[config.mk]
export PLATFORM = sky130hd
export DESIGN_NAME = lfx_mix_flat
export DESIGN_NICKNAME = d
export VERILOG_FILES = /design/src/rtl/core/assert_macros.svh /design/src/rtl/core/lfx_pkg.sv /design/src/rtl/core/lfx_rnd_if.sv /design/src/rtl/core/lfx_mix.sv /design/src/flat_wrapper.sv
export SDC_FILE = /design/constraint.sdc
export NUM_CORES = 1
export LEC_CHECK = 0
export ABC_AREA = 1
export BUFFER_PORTS_ARGS = -buffer_cell sky130_fd_sc_hd__buf_2
export CAP_MARGIN = 20
export CORE_MARGIN = 1
export CORE_UTILIZATION = 42
export CTS_CLUSTER_DIAMETER = 40
export DETAILED_ROUTE_END_ITERATION = 6
export PLACE_DENSITY = 0.87
export SLEW_MARGIN = 5
export SYNTH_ARGS = -nofsm -noshare
export SYNTH_HDL_FRONTEND = slang
export SYNTH_SLANG_ARGS = --single-unit
[constraint.sdc]
create_clock -name clk -period 2.01 [get_ports clk]
set_input_delay 0.1005 -clock clk [delete_from_list [all_inputs] [get_ports clk]]
set_output_delay 0.1005 -clock clk [all_outputs]
set_load 0.01 [all_outputs]
[src/rtl/core/assert_macros.svh]
// Shared assertion macros for the generator core.
`ifndef ASSERT_MACROS_SVH
`define ASSERT_MACROS_SVH

// Clocked assertion that is switched off while the asynchronous reset is low.
`define LFX_ASSERT(name, clk, rst_n, prop, msg) \
	name: assert property (@(posedge clk) disable iff (!rst_n) prop) \
		else $error(msg);

// Clocked assertion that also holds while reset is applied.
`define LFX_ASSERT_ALWAYS(name, clk, prop, msg) \
	name: assert property (@(posedge clk) prop) else $error(msg);

`endif

[src/rtl/core/lfx_pkg.sv]
`default_nettype none

package lfx_pkg;

	localparam int WORD_BITS   = 32;
	localparam int WHEEL_DEPTH = 256;
	localparam int IDX_BITS    = $clog2(WHEEL_DEPTH);

	typedef logic        [WORD_BITS-1:0] word_t;
	typedef logic signed [WORD_BITS-1:0] sword_t;
	typedef logic        [IDX_BITS-1:0]  idx_t;

	// Lags behind the current position.
	localparam idx_t LAG_A = idx_t'(11);
	localparam idx_t LAG_B = idx_t'(29);
	localparam idx_t LAG_X = idx_t'(17);

	localparam word_t TOP_BIT = {1'b1, {(WORD_BITS-1){1'b0}}};

	// Command codes.
	localparam logic FUNC_LOAD = 1'b0;
	localparam logic FUNC_GEN  = 1'b1;

	typedef struct packed {
		logic  valid;
		logic  func;
		word_t seed_word;
		idx_t  pos;
	} stage_t;

	typedef struct packed {
		logic en;
		idx_t addr_a;
		idx_t addr_b;
		idx_t addr_x;
	} wheel_rd_t;

	typedef struct packed {
		logic  en;
		idx_t  addr;
		word_t data;
	} wheel_wr_t;

	typedef struct packed {
		word_t a;
		word_t b;
		word_t x;
	} wheel_data_t;

endpackage

`default_nettype wire

[src/rtl/core/lfx_rnd_if.sv]
`default_nettype none

interface lfx_rnd_if;
	logic            valid;
	logic            ready;
	lfx_pkg::word_t  random_word;
	lfx_pkg::sword_t uniform_fraction;

	modport source (output valid, output random_word, output uniform_fraction, input ready);
	modport sink   (input valid, input random_word, input uniform_fraction, output ready);
endinterface

`default_nettype wire

[src/rtl/core/lfx_mix.sv]
`default_nettype none

// Second stage: forms the lagged sum, writes it (or a load's seed word) back to
// the wheel and holds the result beat in the output register until it is taken.
module lfx_mix (
	input  wire                   clk,
	input  wire                   arst_n,
	input  lfx_pkg::stage_t       stage,
	input  lfx_pkg::wheel_data_t  data,
	output lfx_pkg::wheel_wr_t    wr,
	output logic                  take,
	lfx_rnd_if.source             rnd
);

	lfx_pkg::word_t sum;
	lfx_pkg::word_t word;
	logic           gen;
	logic           valid_s2;
	lfx_pkg::word_t word_s2;

	assign sum  = data.a + data.b;
	assign word = sum ^ data.x;
	assign gen  = (stage.func == lfx_pkg::FUNC_GEN);

	// A load never needs the output register; a generate needs it free or emptying.
	assign take = stage.valid && (!gen || !valid_s2 || rnd.ready);

	always_comb begin
		wr.en   = take;
		wr.addr = stage.pos;
		wr.data = gen ? sum : stage.seed_word;
	end

	always_ff @(posedge clk or negedge arst_n) begin
		if (!arst_n) begin
			valid_s2 <= 1'b0;
		end else if (take && gen) begin
			valid_s2 <= 1'b1;
		end else if (rnd.ready) begin
			valid_s2 <= 1'b0;
		end
	end

	always_ff @(posedge clk) begin
		if (take && gen) begin
			word_s2 <= word;
		end
	end

	assign rnd.valid            = valid_s2;
	assign rnd.random_word      = word_s2;
	assign rnd.uniform_fraction = lfx_pkg::sword_t'(word_s2 ^ lfx_pkg::TOP_BIT);

endmodule

`default_nettype wire

[src/flat_wrapper.sv]
// flat-port wrapper written by rule: the top's interface ports become plain ports
module lfx_mix_flat 
  (clk, arst_n, stage, data, wr, take, rnd_valid, rnd_random_word, rnd_uniform_fraction, rnd_ready);
  lfx_rnd_if rnd_i ();
  input  wire clk;
  input  wire arst_n;
  input  lfx_pkg::stage_t stage;
  input  lfx_pkg::wheel_data_t data;
  output lfx_pkg::wheel_wr_t wr;
  output logic take;
  output wire logic [$bits(rnd_i.valid)-1:0] rnd_valid;
  output wire logic [$bits(rnd_i.random_word)-1:0] rnd_random_word;
  output wire logic [$bits(rnd_i.uniform_fraction)-1:0] rnd_uniform_fraction;
  input wire logic [$bits(rnd_i.ready)-1:0] rnd_ready;
  assign rnd_valid = rnd_i.valid;
  assign rnd_random_word = rnd_i.random_word;
  assign rnd_uniform_fraction = rnd_i.uniform_fraction;
  assign rnd_i.ready = rnd_ready;
  lfx_mix u_core (.clk(clk), .arst_n(arst_n), .stage(stage), .data(data), .wr(wr), .take(take), .rnd(rnd_i));
endmodule
==> metrics, run 1 <==
status finished, final reports clean; dpl hpwl 11800 um; Post-Syn Area 4640 um^2; CP Capture Type primary output; Worst R2R Setup Slack 0.60 ns; number of port buffers 231; slew of the pin with the lowest slew margin 0.463 ns; Tightest Hold Check Type input pin to flop; Yosys cell types 31; Worst Setup Start Kind input pin; Max VDD drop 0.000226 V; pwr/cell area 506 nW/um^2; Post-DRT Antenna Nets 0; vias per cell 4.77; critical path type input pin to primary output; Switching Share 41.8%; all-layer global routing usage 24.1%; number of CTS-inserted buffers 5; n_diodes 0; Mean Syn Cell Area 5.98 um^2; CTS clock-pin slew for the worst setup and hold paths 0.07 ns; Mapped Cells 776; EDFF count, synth 32; commonest non-fill, non-tap cell in the layout nand2_1; initial antenna violation count 0; yosys warns 0; cell leakage power 3.62 nW; io pins 248; Worst slew margin 69.1%; final hold violation count 0; largest net degree at the start of global routing 48; Design Area, Final 6020 um^2; dominant synthesized flop cell edfxtp_1; post-synthesis async set-or-reset flop share 3.03%; Clock Latency Late Sink 0.30 ns; drt initial violations 273; minimum clock period 1.94 ns; CP Max Fanout 4; standard-cell rows 38; drc violations 0; placer congestion estimate 0.975; vias post-DR 5363; Die Y 107 um; CP required 1.91 ns; final setup vio count 0; clock share of power 17.5%; root buf cell clkbuf_8; Starting Density 43.0%; most frequent cells in the layout nand2_1, buf_2, inv_1; Area Overhead vs Synth 29.7%; fin util 55.8%; TritonCTS clock tree built; vias in the first global route 4767; Gate power share 53.8%; Seq pwr share 28.7%; Placed Area 5770 um^2; First-pass DRT Iterations 5; share of cells above drive strength 1 31.5%; global route overflow 0; final WL 13900 um; Seq/Total Area, Yosys 21.2%; core area 10800 um^2; Sink Count 33; WL/cell 12.4 um; f_max 0.516 GHz; clk_skew 0.0129 ns; Slew Limit Fails 0; cell internal pwr 1.77 mW; RSZ-0062 raised after global routing true; Critical Path AT 1.84 ns; # H-tree levels 2; final worst path period share 96.5%; Max Cap Viol 0; Post-Syn Nets 949; Clock Tree Buf Depth 2; first-pass GRT wire length 21800 um; Layout Nets 1157; DIE WIDTH 107 um; synthesis-stage register bit count 33; Die Area 11500 um^2; P_sw 1.27 mW
-- stage by stage --
stage	std cells	power (mW)	hold WS, ns	TNS, ns	setup slack, ns
after global routing	1125	3.29	0.0819	-0.00304	-0.00282
final	1125	3.05	0.0731	0	0.0703
after detailed placement	1116	2.47	-0.122	-0.251	-0.0578
after global placement	1116	2.44	-0.120	-0.0470	-0.0288
after CTS	1125	3.00	0.0677	0	0.0253
after floorplan	776	1.94	-0.195	0	0.220
-- flip-flops by register name, summed over array words and instances, names as in the netlist --
name / count
u_core.rnd.valid: 1
u_core.rnd.random_word: 32
-- routing by layer --
metal	vias to the layer above	share of wire (%)	track usage, %
met3	16	6.3	1.46
li1	2764	-	-
met2	207	49	43.3
met1	2376	43	31.1
met4	0	1.6	6.07
met5	-	0	0
-- area by class of cell --
class                   instances  area [um^2]
flip-flops and latches         33          986
clock inverters                 2         10.0
inverters                     134          503
repair buffers                249         1310
multi-input cells             561         2970
fillers                      1064         4770
clock buffers                   6         72.6
well taps                     140          175
-- worst max-delay path, cell delays in order --
cell	delay [ns]
buf_2	0.10
ha_1	0.37
nand2_1	0.14
inv_1	0.05
nand2_1	0.07
nand2_1	0.05
nand2_1	0.05
nand3b_1	0.17
buf_4	0.19
xnor2_1	0.12
buf_4	0.15
o21ai_0	0.12
buf_2	0.15
-- power groups by stage --
stage | clock network [mW] | registers [mW] | logic [mW]
3_3_place_gp | 0 | 0.889 | 1.55
4_1_cts | 0.543 | 0.876 | 1.58
5_1_grt | 0.575 | 0.883 | 1.83
3_5_place_dp | 0 | 0.891 | 1.58
2_1_floorplan | 0 | 0.919 | 1.03
6_report | 0.533 | 0.874 | 1.64
-- Yosys cell counts (4+ instances only) --
| library cell | count | area share (%) |
|---|---|---|
| o21ai_1 | 8 | 0.86 |
| ha_1 | 31 | 8.4 |
| nand2_2 | 12 | 1.6 |
| edfxtp_1 | 32 | 21 |
| nand2_1 | 323 | 26 |
| xor2_1 | 11 | 2.1 |
| inv_1 | 132 | 11 |
| nand3_1 | 65 | 7.0 |
| nor2_1 | 38 | 3.1 |
| buf_4 | 40 | 6.5 |
| clkbuf_1 | 4 | 0.32 |
| nand3b_1 | 14 | 2.3 |
| a21oi_1 | 19 | 2.0 |
| o21ai_0 | 7 | 0.75 |
| xnor2_1 | 17 | 3.2 |
-- logic make-up after synthesis --
| logic type | synth area share (%) |
|---|---|
| AOI/OAI and AO/OA | 4.31 |
| xor gates and xnor gates | 5.98 |
| adders and majority gates | 8.79 |
| buffers and inverters | 18.2 |
| DFF | 21.2 |
| and+or+nand+nor | 41.5 |
-- repair_timing --
item,CTS,global route
endpoints found under the hold margin,1,0
resized for setup,1,36
pin swaps,0,3
setup buffers,0,0
hold buffers,1,0
setup endpoints to repair,4,16
-- worst paths after layout --
path,startpoint,to,depth (start not counted)
worst max-delay path,data[37],wr[10],13
worst min-delay path,rnd_ready,u_core.rnd.valid,4
worst max register to register,u_core.rnd.valid,u_core.rnd.random_word[0],5
worst min register to register,u_core.rnd.valid,u_core.rnd.valid,2
max in group asynchronous,arst_n,u_core.rnd.valid,2
min in group asynchronous,arst_n,u_core.rnd.valid,2
No activity file was read; power rests on OpenSTA's default activity.
==> inputs of run 2 (changes only) <==
--- a/config.mk
+++ b/config.mk
@@ -6,13 +6,13 @@
 export NUM_CORES = 1
 export LEC_CHECK = 0
 export ABC_AREA = 1
-export BUFFER_PORTS_ARGS = -buffer_cell sky130_fd_sc_hd__buf_2
 export CAP_MARGIN = 20
 export CORE_MARGIN = 1
 export CORE_UTILIZATION = 42
 export CTS_CLUSTER_DIAMETER = 40
 export DETAILED_ROUTE_END_ITERATION = 6
-export PLACE_DENSITY = 0.87
+export DONT_BUFFER_PORTS = 1
+export PLACE_DENSITY = 0.67
 export SLEW_MARGIN = 5
 export SYNTH_ARGS = -nofsm -noshare
 export SYNTH_HDL_FRONTEND = slang
==> constraint.sdc (replaced) <==
create_clock -name clk -period 2.3 [get_ports clk]
set_input_delay 0.115 -clock clk [delete_from_list [all_inputs] [get_ports clk]]
set_output_delay 0.115 -clock clk [all_outputs]
set_load 0.01 [all_outputs]
==> metrics, run 2 (synthesis gave the netlist of run 1 again) <==
TritonCTS clock tree built; Worst Setup Start Kind input pin; Placed Area 4510 um^2; Design Area, Final 4780 um^2; global route overflow 0; critical path type input pin to primary output; final hold violation count 0; Slew Limit Fails 0; crit path launch data[32]; CTS clock-pin slew for the worst setup and hold paths 0.09 ns; min-delay src data[22]; Die Y 107 um; final worst path period share 86.8%; # H-tree levels 2; post-CTS setup buffer count 0; cell leakage power 2.71 nW; Sink Count 33; fin util 44.3%; vias post-DR 4445; CP Max Fanout 4; Worst R2R Setup Slack 0.82 ns; Critical Path AT 1.88 ns; dpl hpwl 11100 um; vias per cell 4.95; initial antenna violation count 0; Clock Tree Buf Depth 2; Tightest Hold Check Type input pin to flop; First-pass DRT Iterations 5; Clock Latency Late Sink 0.31 ns; CP Capture Type primary output; status finished, final reports clean; commonest non-fill, non-tap cell in the layout nand2_1; drt initial violations 207; Hold Slack 0.0159 ns; DIE WIDTH 107 um; Die Area 11500 um^2; most frequent cells in the layout nand2_1, inv_1, nand3_1; final setup vio count 0; final std cells w/o fill 898; minimum clock period 2.00 ns; fillers 1184; multi-input combinational cell area 2810 um^2; number of CTS-inserted buffers 5; drc violations 0; standard-cell rows 38; vias in the first global route 4049; max FFs per register 32; Placed Instances 871; io pins 248; RSZ-0062 raised after global routing false; startpoint of the worst register-to-register path u_core.rnd.valid; Worst slew margin 70.0%; final WL 13400 um; clk_skew 0.0177 ns; pwr/cell area 490 nW/um^2; Max VDD drop 0.000221 V; Area Overhead vs Synth 3.07%; slew of the pin with the lowest slew margin 0.451 ns; n_diodes 0; f_max 0.501 GHz; all-layer global routing usage 23.4%; Starting Density 43.0%; core area 10800 um^2; root buf cell clkbuf_8; Max Cap Viol 0; WL/cell 14.9 um; first-pass GRT wire length 20300 um; CP required 2.18 ns; Post-DRT Antenna Nets 0; setup TNS 0 ns; share of cells above drive strength 1 3.83%; placer congestion estimate 0.946; Register Area 986 um^2; number of port buffers 0; Layout Nets 930; largest net degree at the start of global routing 48
-- run 2: critical path, cell delays in order --
cell and delay (ns):
ha_1 0.24, fa_1 0.48, nand3_1 0.11, nand3_1 0.12, nand3_1 0.10, nand3_1 0.14, nand2_1 0.15, nand2_1 0.06
nand2_1 0.07, nand2_1 0.07, o21ai_1 0.22
-- run 2: final timing paths --
check | to | cells past startpoint
worst max-delay path | wr[20] | 11
worst min register to register | u_core.rnd.random_word[15] | 4
min in group asynchronous | u_core.rnd.valid | 1
worst max register to register | u_core.rnd.valid | 5
worst min-delay path | u_core.rnd.random_word[22] | 2
max in group asynchronous | u_core.rnd.valid | 1
-- run 2: cell type report --
| class | count | area share, % |
|---|---|---|
| Multi-Input combinational cell | 561 | 58.8 |
| Sequential cell | 33 | 20.6 |
| Inverter | 134 | 10.5 |
| Timing Repair Buffer | 22 | 4.71 |
| Tap cell | 140 | 3.66 |
| Clock buffer | 6 | 1.52 |
| Clock inverter | 2 | 0.209 |
-- run 2: per-stage QoR --
stage / setup slack, ns / total power [mW]
3_3_place_gp: 0.240 / 1.84
5_1_grt: 0.103 / 2.54
4_1_cts: 0.297 / 2.37
3_5_place_dp: 0.210 / 1.85
2_1_floorplan: 0.510 / 1.70
6_report: 0.305 / 2.35
-- run 2: layer usage --
metal	part of all wire [%]	track usage, %	vias to the layer above
met5	0	0	-
met4	1.4	5.77	0
met3	5.8	2.80	16
met2	46	40.1	163
met1	46	31.1	1954
li1	-	-	2312
-- run 2: power breakdown --
part           switching, mW  total (mW)  leakage (nW)  internal [mW]
clock                  0.266       0.476        0.0450          0.211
combinational          0.674        1.04          2.35          0.367
sequential            0.0815       0.828         0.312          0.746
total                   1.02        2.35          2.71           1.32
-- run 2: timing repair --
item                                   CTS  global route
endpoints found under the hold margin   18             0
resized for setup                        0             0
hold buffers                            19             0
==> inputs of run 3 (changes only) <==
--- a/config.mk
+++ b/config.mk
@@ -5,7 +5,6 @@
 export SDC_FILE = /design/constraint.sdc
 export NUM_CORES = 1
 export LEC_CHECK = 0
-export ABC_AREA = 1
 export CAP_MARGIN = 20
 export CORE_MARGIN = 1
 export CORE_UTILIZATION = 42
==> metrics, run 3 <==
status finished with violations; failing checks setup timing; Setup WS pre-CTS -0.203 ns; io pins 248; final worst path period share 102%; dpl hpwl 9060 um; First-pass DRT Iterations 5; largest net degree at the start of global routing 44; critical path type input pin to primary output; Switching Share 37.0%; yosys warns 0; fillers 847; slew of the pin with the lowest slew margin 0.521 ns; minimum clock period 2.34 ns; Clock Tree Buf Depth 2; CP Capture Type primary output; all-layer global routing usage 21.3%; Post-Syn Area 4000 um^2; initial antenna violation count 0; CTS clock-pin slew for the worst setup and hold paths 0.07 ns; pwr/cell area 539 nW/um^2; Gate power share 48.3%; Critical Path AT 2.22 ns; commonest non-fill, non-tap cell in the layout buf_4; DIE WIDTH 99.5 um; CP required 2.18 ns; placer congestion estimate 0.855; post-synthesis async set-or-reset flop share 3.03%; setup ws final -0.0374 ns; drc violations 0; max FFs per register 32; reg2reg end u_core.rnd.random_word[2]; vias post-DR 3323; multi-input combinational cell area 2810 um^2; Yosys top cell by area edfxtp_1; f_max 0.428 GHz; WL/cell 19.4 um; standard-cell rows 35; vias in the first global route 3269; WHS Endpoint u_core.rnd.random_word[27]; Register Area 986 um^2; Worst R2R Setup Slack 0.66 ns; Hold Slack 0.0324 ns; Seq/Total Area, Yosys 24.7%; synthesis-stage register bit count 33; Area contributors post-synth edfxtp_1, ha_1, buf_4; Worst Setup Start Kind input pin; core area 9240 um^2; Area Overhead vs Synth 14.0%; Mean Syn Cell Area 9.21 um^2; Placed Instances 554; n_diodes 0; Die Area 9910 um^2; Max VDD drop 0.000220 V; number of CTS-inserted buffers 5; Tightest Hold Check Type input pin to flop; Seq pwr share 35.1%; Slew Limit Fails 0; final WL 11100 um; Yosys top cell area share 24.1%; number of port buffers 0; share of cells above drive strength 1 30.1%; CP Max Fanout 4; startpoint of the worst register-to-register path u_core.rnd.valid; clk_skew 0.0108 ns; first-pass GRT wire length 16600 um; TritonCTS clock tree built; root buf cell clkbuf_8; Clock Latency Late Sink 0.28 ns; Yosys cell types 58; R2R cell count 4; Post-Syn Nets 607; Layout Nets 614; final setup vio count 2; Die Y 99.5 um; Mapped Cells 434; count leader, synth buf_4; RSZ-0062 raised after global routing true; cell internal pwr 1.54 mW; clock share of power 16.6%; drt initial violations 116; P_sw 0.908 mW; hold-critical path depth 1; Placed Area 4180 um^2; final std cells w/o fill 571; Design Area, Final 4550 um^2; Sink Count 33; Max Cap Viol 0; min-delay src data[27]; vias per cell 5.82; Starting Density 43.2%; final hold violation count 0; Worst slew margin 64.8%; EDFF count, synth 32; cell leakage power 1.86 nW; global route overflow 0; # H-tree levels 2; most frequent cells in the layout buf_4, edfxtp_1, xor2_1; most frequent cells after synthesis buf_4, a21oi_1, edfxtp_1, xor2_1, ha_1; dominant synthesized flop cell edfxtp_1; Post-DRT Antenna Nets 0
-- run 3: cell count changes in the layout (fill, tap and decap cells not counted), sizes merged, moves of 20 or more --
cell,before,now
nand2,336,19
inv,134,12
buf,3,61
nand3,65,16
mux2,0,26
xor2,11,32
nor2,38,18
-- run 3: cell families (layout without fill, tap and decap cells) --
| family | Yosys count | count (layout) | synth area share, % |
|---|---|---|---|
| compound gates | 113 | 113 | 19.3 |
| simple gates | 95 | 95 | 12.7 |
| buf+inv | 74 | 82 | 11.2 |
| xor+xnor | 57 | 57 | 13.5 |
| flops | 33 | 33 | 24.7 |
| fa+ha+maj | 32 | 32 | 10.2 |
| mux | 30 | 30 | 8.33 |
-- run 3: worst max-delay path, stage by stage --
cell and delay, ns:
ha_4 0.14, fa_2 0.34, a211o_1 0.29, a211oi_2 0.25
buf_4 0.16, nor2_4 0.05, o2111ai_4 0.26, nand3_2 0.14
xor2_2 0.17, mux2_4 0.29
-- run 3: worst max path at each step --
stage / cells past startpoint / start / end / slack (ns)
3_5_place_dp: 9 / data[32] / u_core.rnd.random_word[26] / -0.20
6_report: 10 / data[64] / wr[24] / -0.04
2_1_floorplan: 9 / data[32] / u_core.rnd.random_word[18] / 0.0001
4_1_cts: 9 / data[64] / wr[10] / -0.10
3_3_place_gp: 9 / data[32] / u_core.rnd.random_word[28] / -0.15
5_1_grt: 10 / data[64] / wr[24] / -0.11
-- run 3: per-stage QoR --
stage | power, mW | utilization (%) | TNS, ns
2_1_floorplan | 1.71 | - | 0
3_3_place_gp | 1.92 | 45.3 | -1.69
3_5_place_dp | 1.94 | 45.3 | -2.77
4_1_cts | 2.39 | 47.5 | -0.104
5_1_grt | 2.61 | 49.3 | -0.656
6_report | 2.45 | 49.3 | -0.0520
-- run 3: timing repair --
item                                   CTS  global route
pin swaps                               12            12
setup buffers                            3             5
setup endpoints to repair               13            15
hold buffers                             1             0
cloned                                   0             0
resized for setup                       16            23
endpoints found under the hold margin    1             0
-- run 3: power by group through the flow --
stage	Clock, mW	Combinational (mW)	Sequential [mW]
5_1_grt	0.447	1.29	0.871
6_report	0.406	1.18	0.861
2_1_floorplan	0	0.885	0.829
3_3_place_gp	0	1.05	0.873
3_5_place_dp	0	1.07	0.874
4_1_cts	0.422	1.11	0.861
-- run 3: area by class of cell --
cell class | instances | share of cell area [%]
multi-input combinational | 327 | 61.7
sequential | 33 | 21.7
timing repair buffer | 62 | 10.4
tap | 129 | 3.54
clock buffer | 7 | 1.68
inverter | 12 | 0.989
clock inverter | 1 | 0.110
-- run 3: layer usage --
layer | wire, um | GRT usage (%)
met1 | 4690 | 27.7
met2 | 5400 | 36.3
met3 | 809 | 3.94
met4 | 150 | 5.32
met5 | 0 | 0
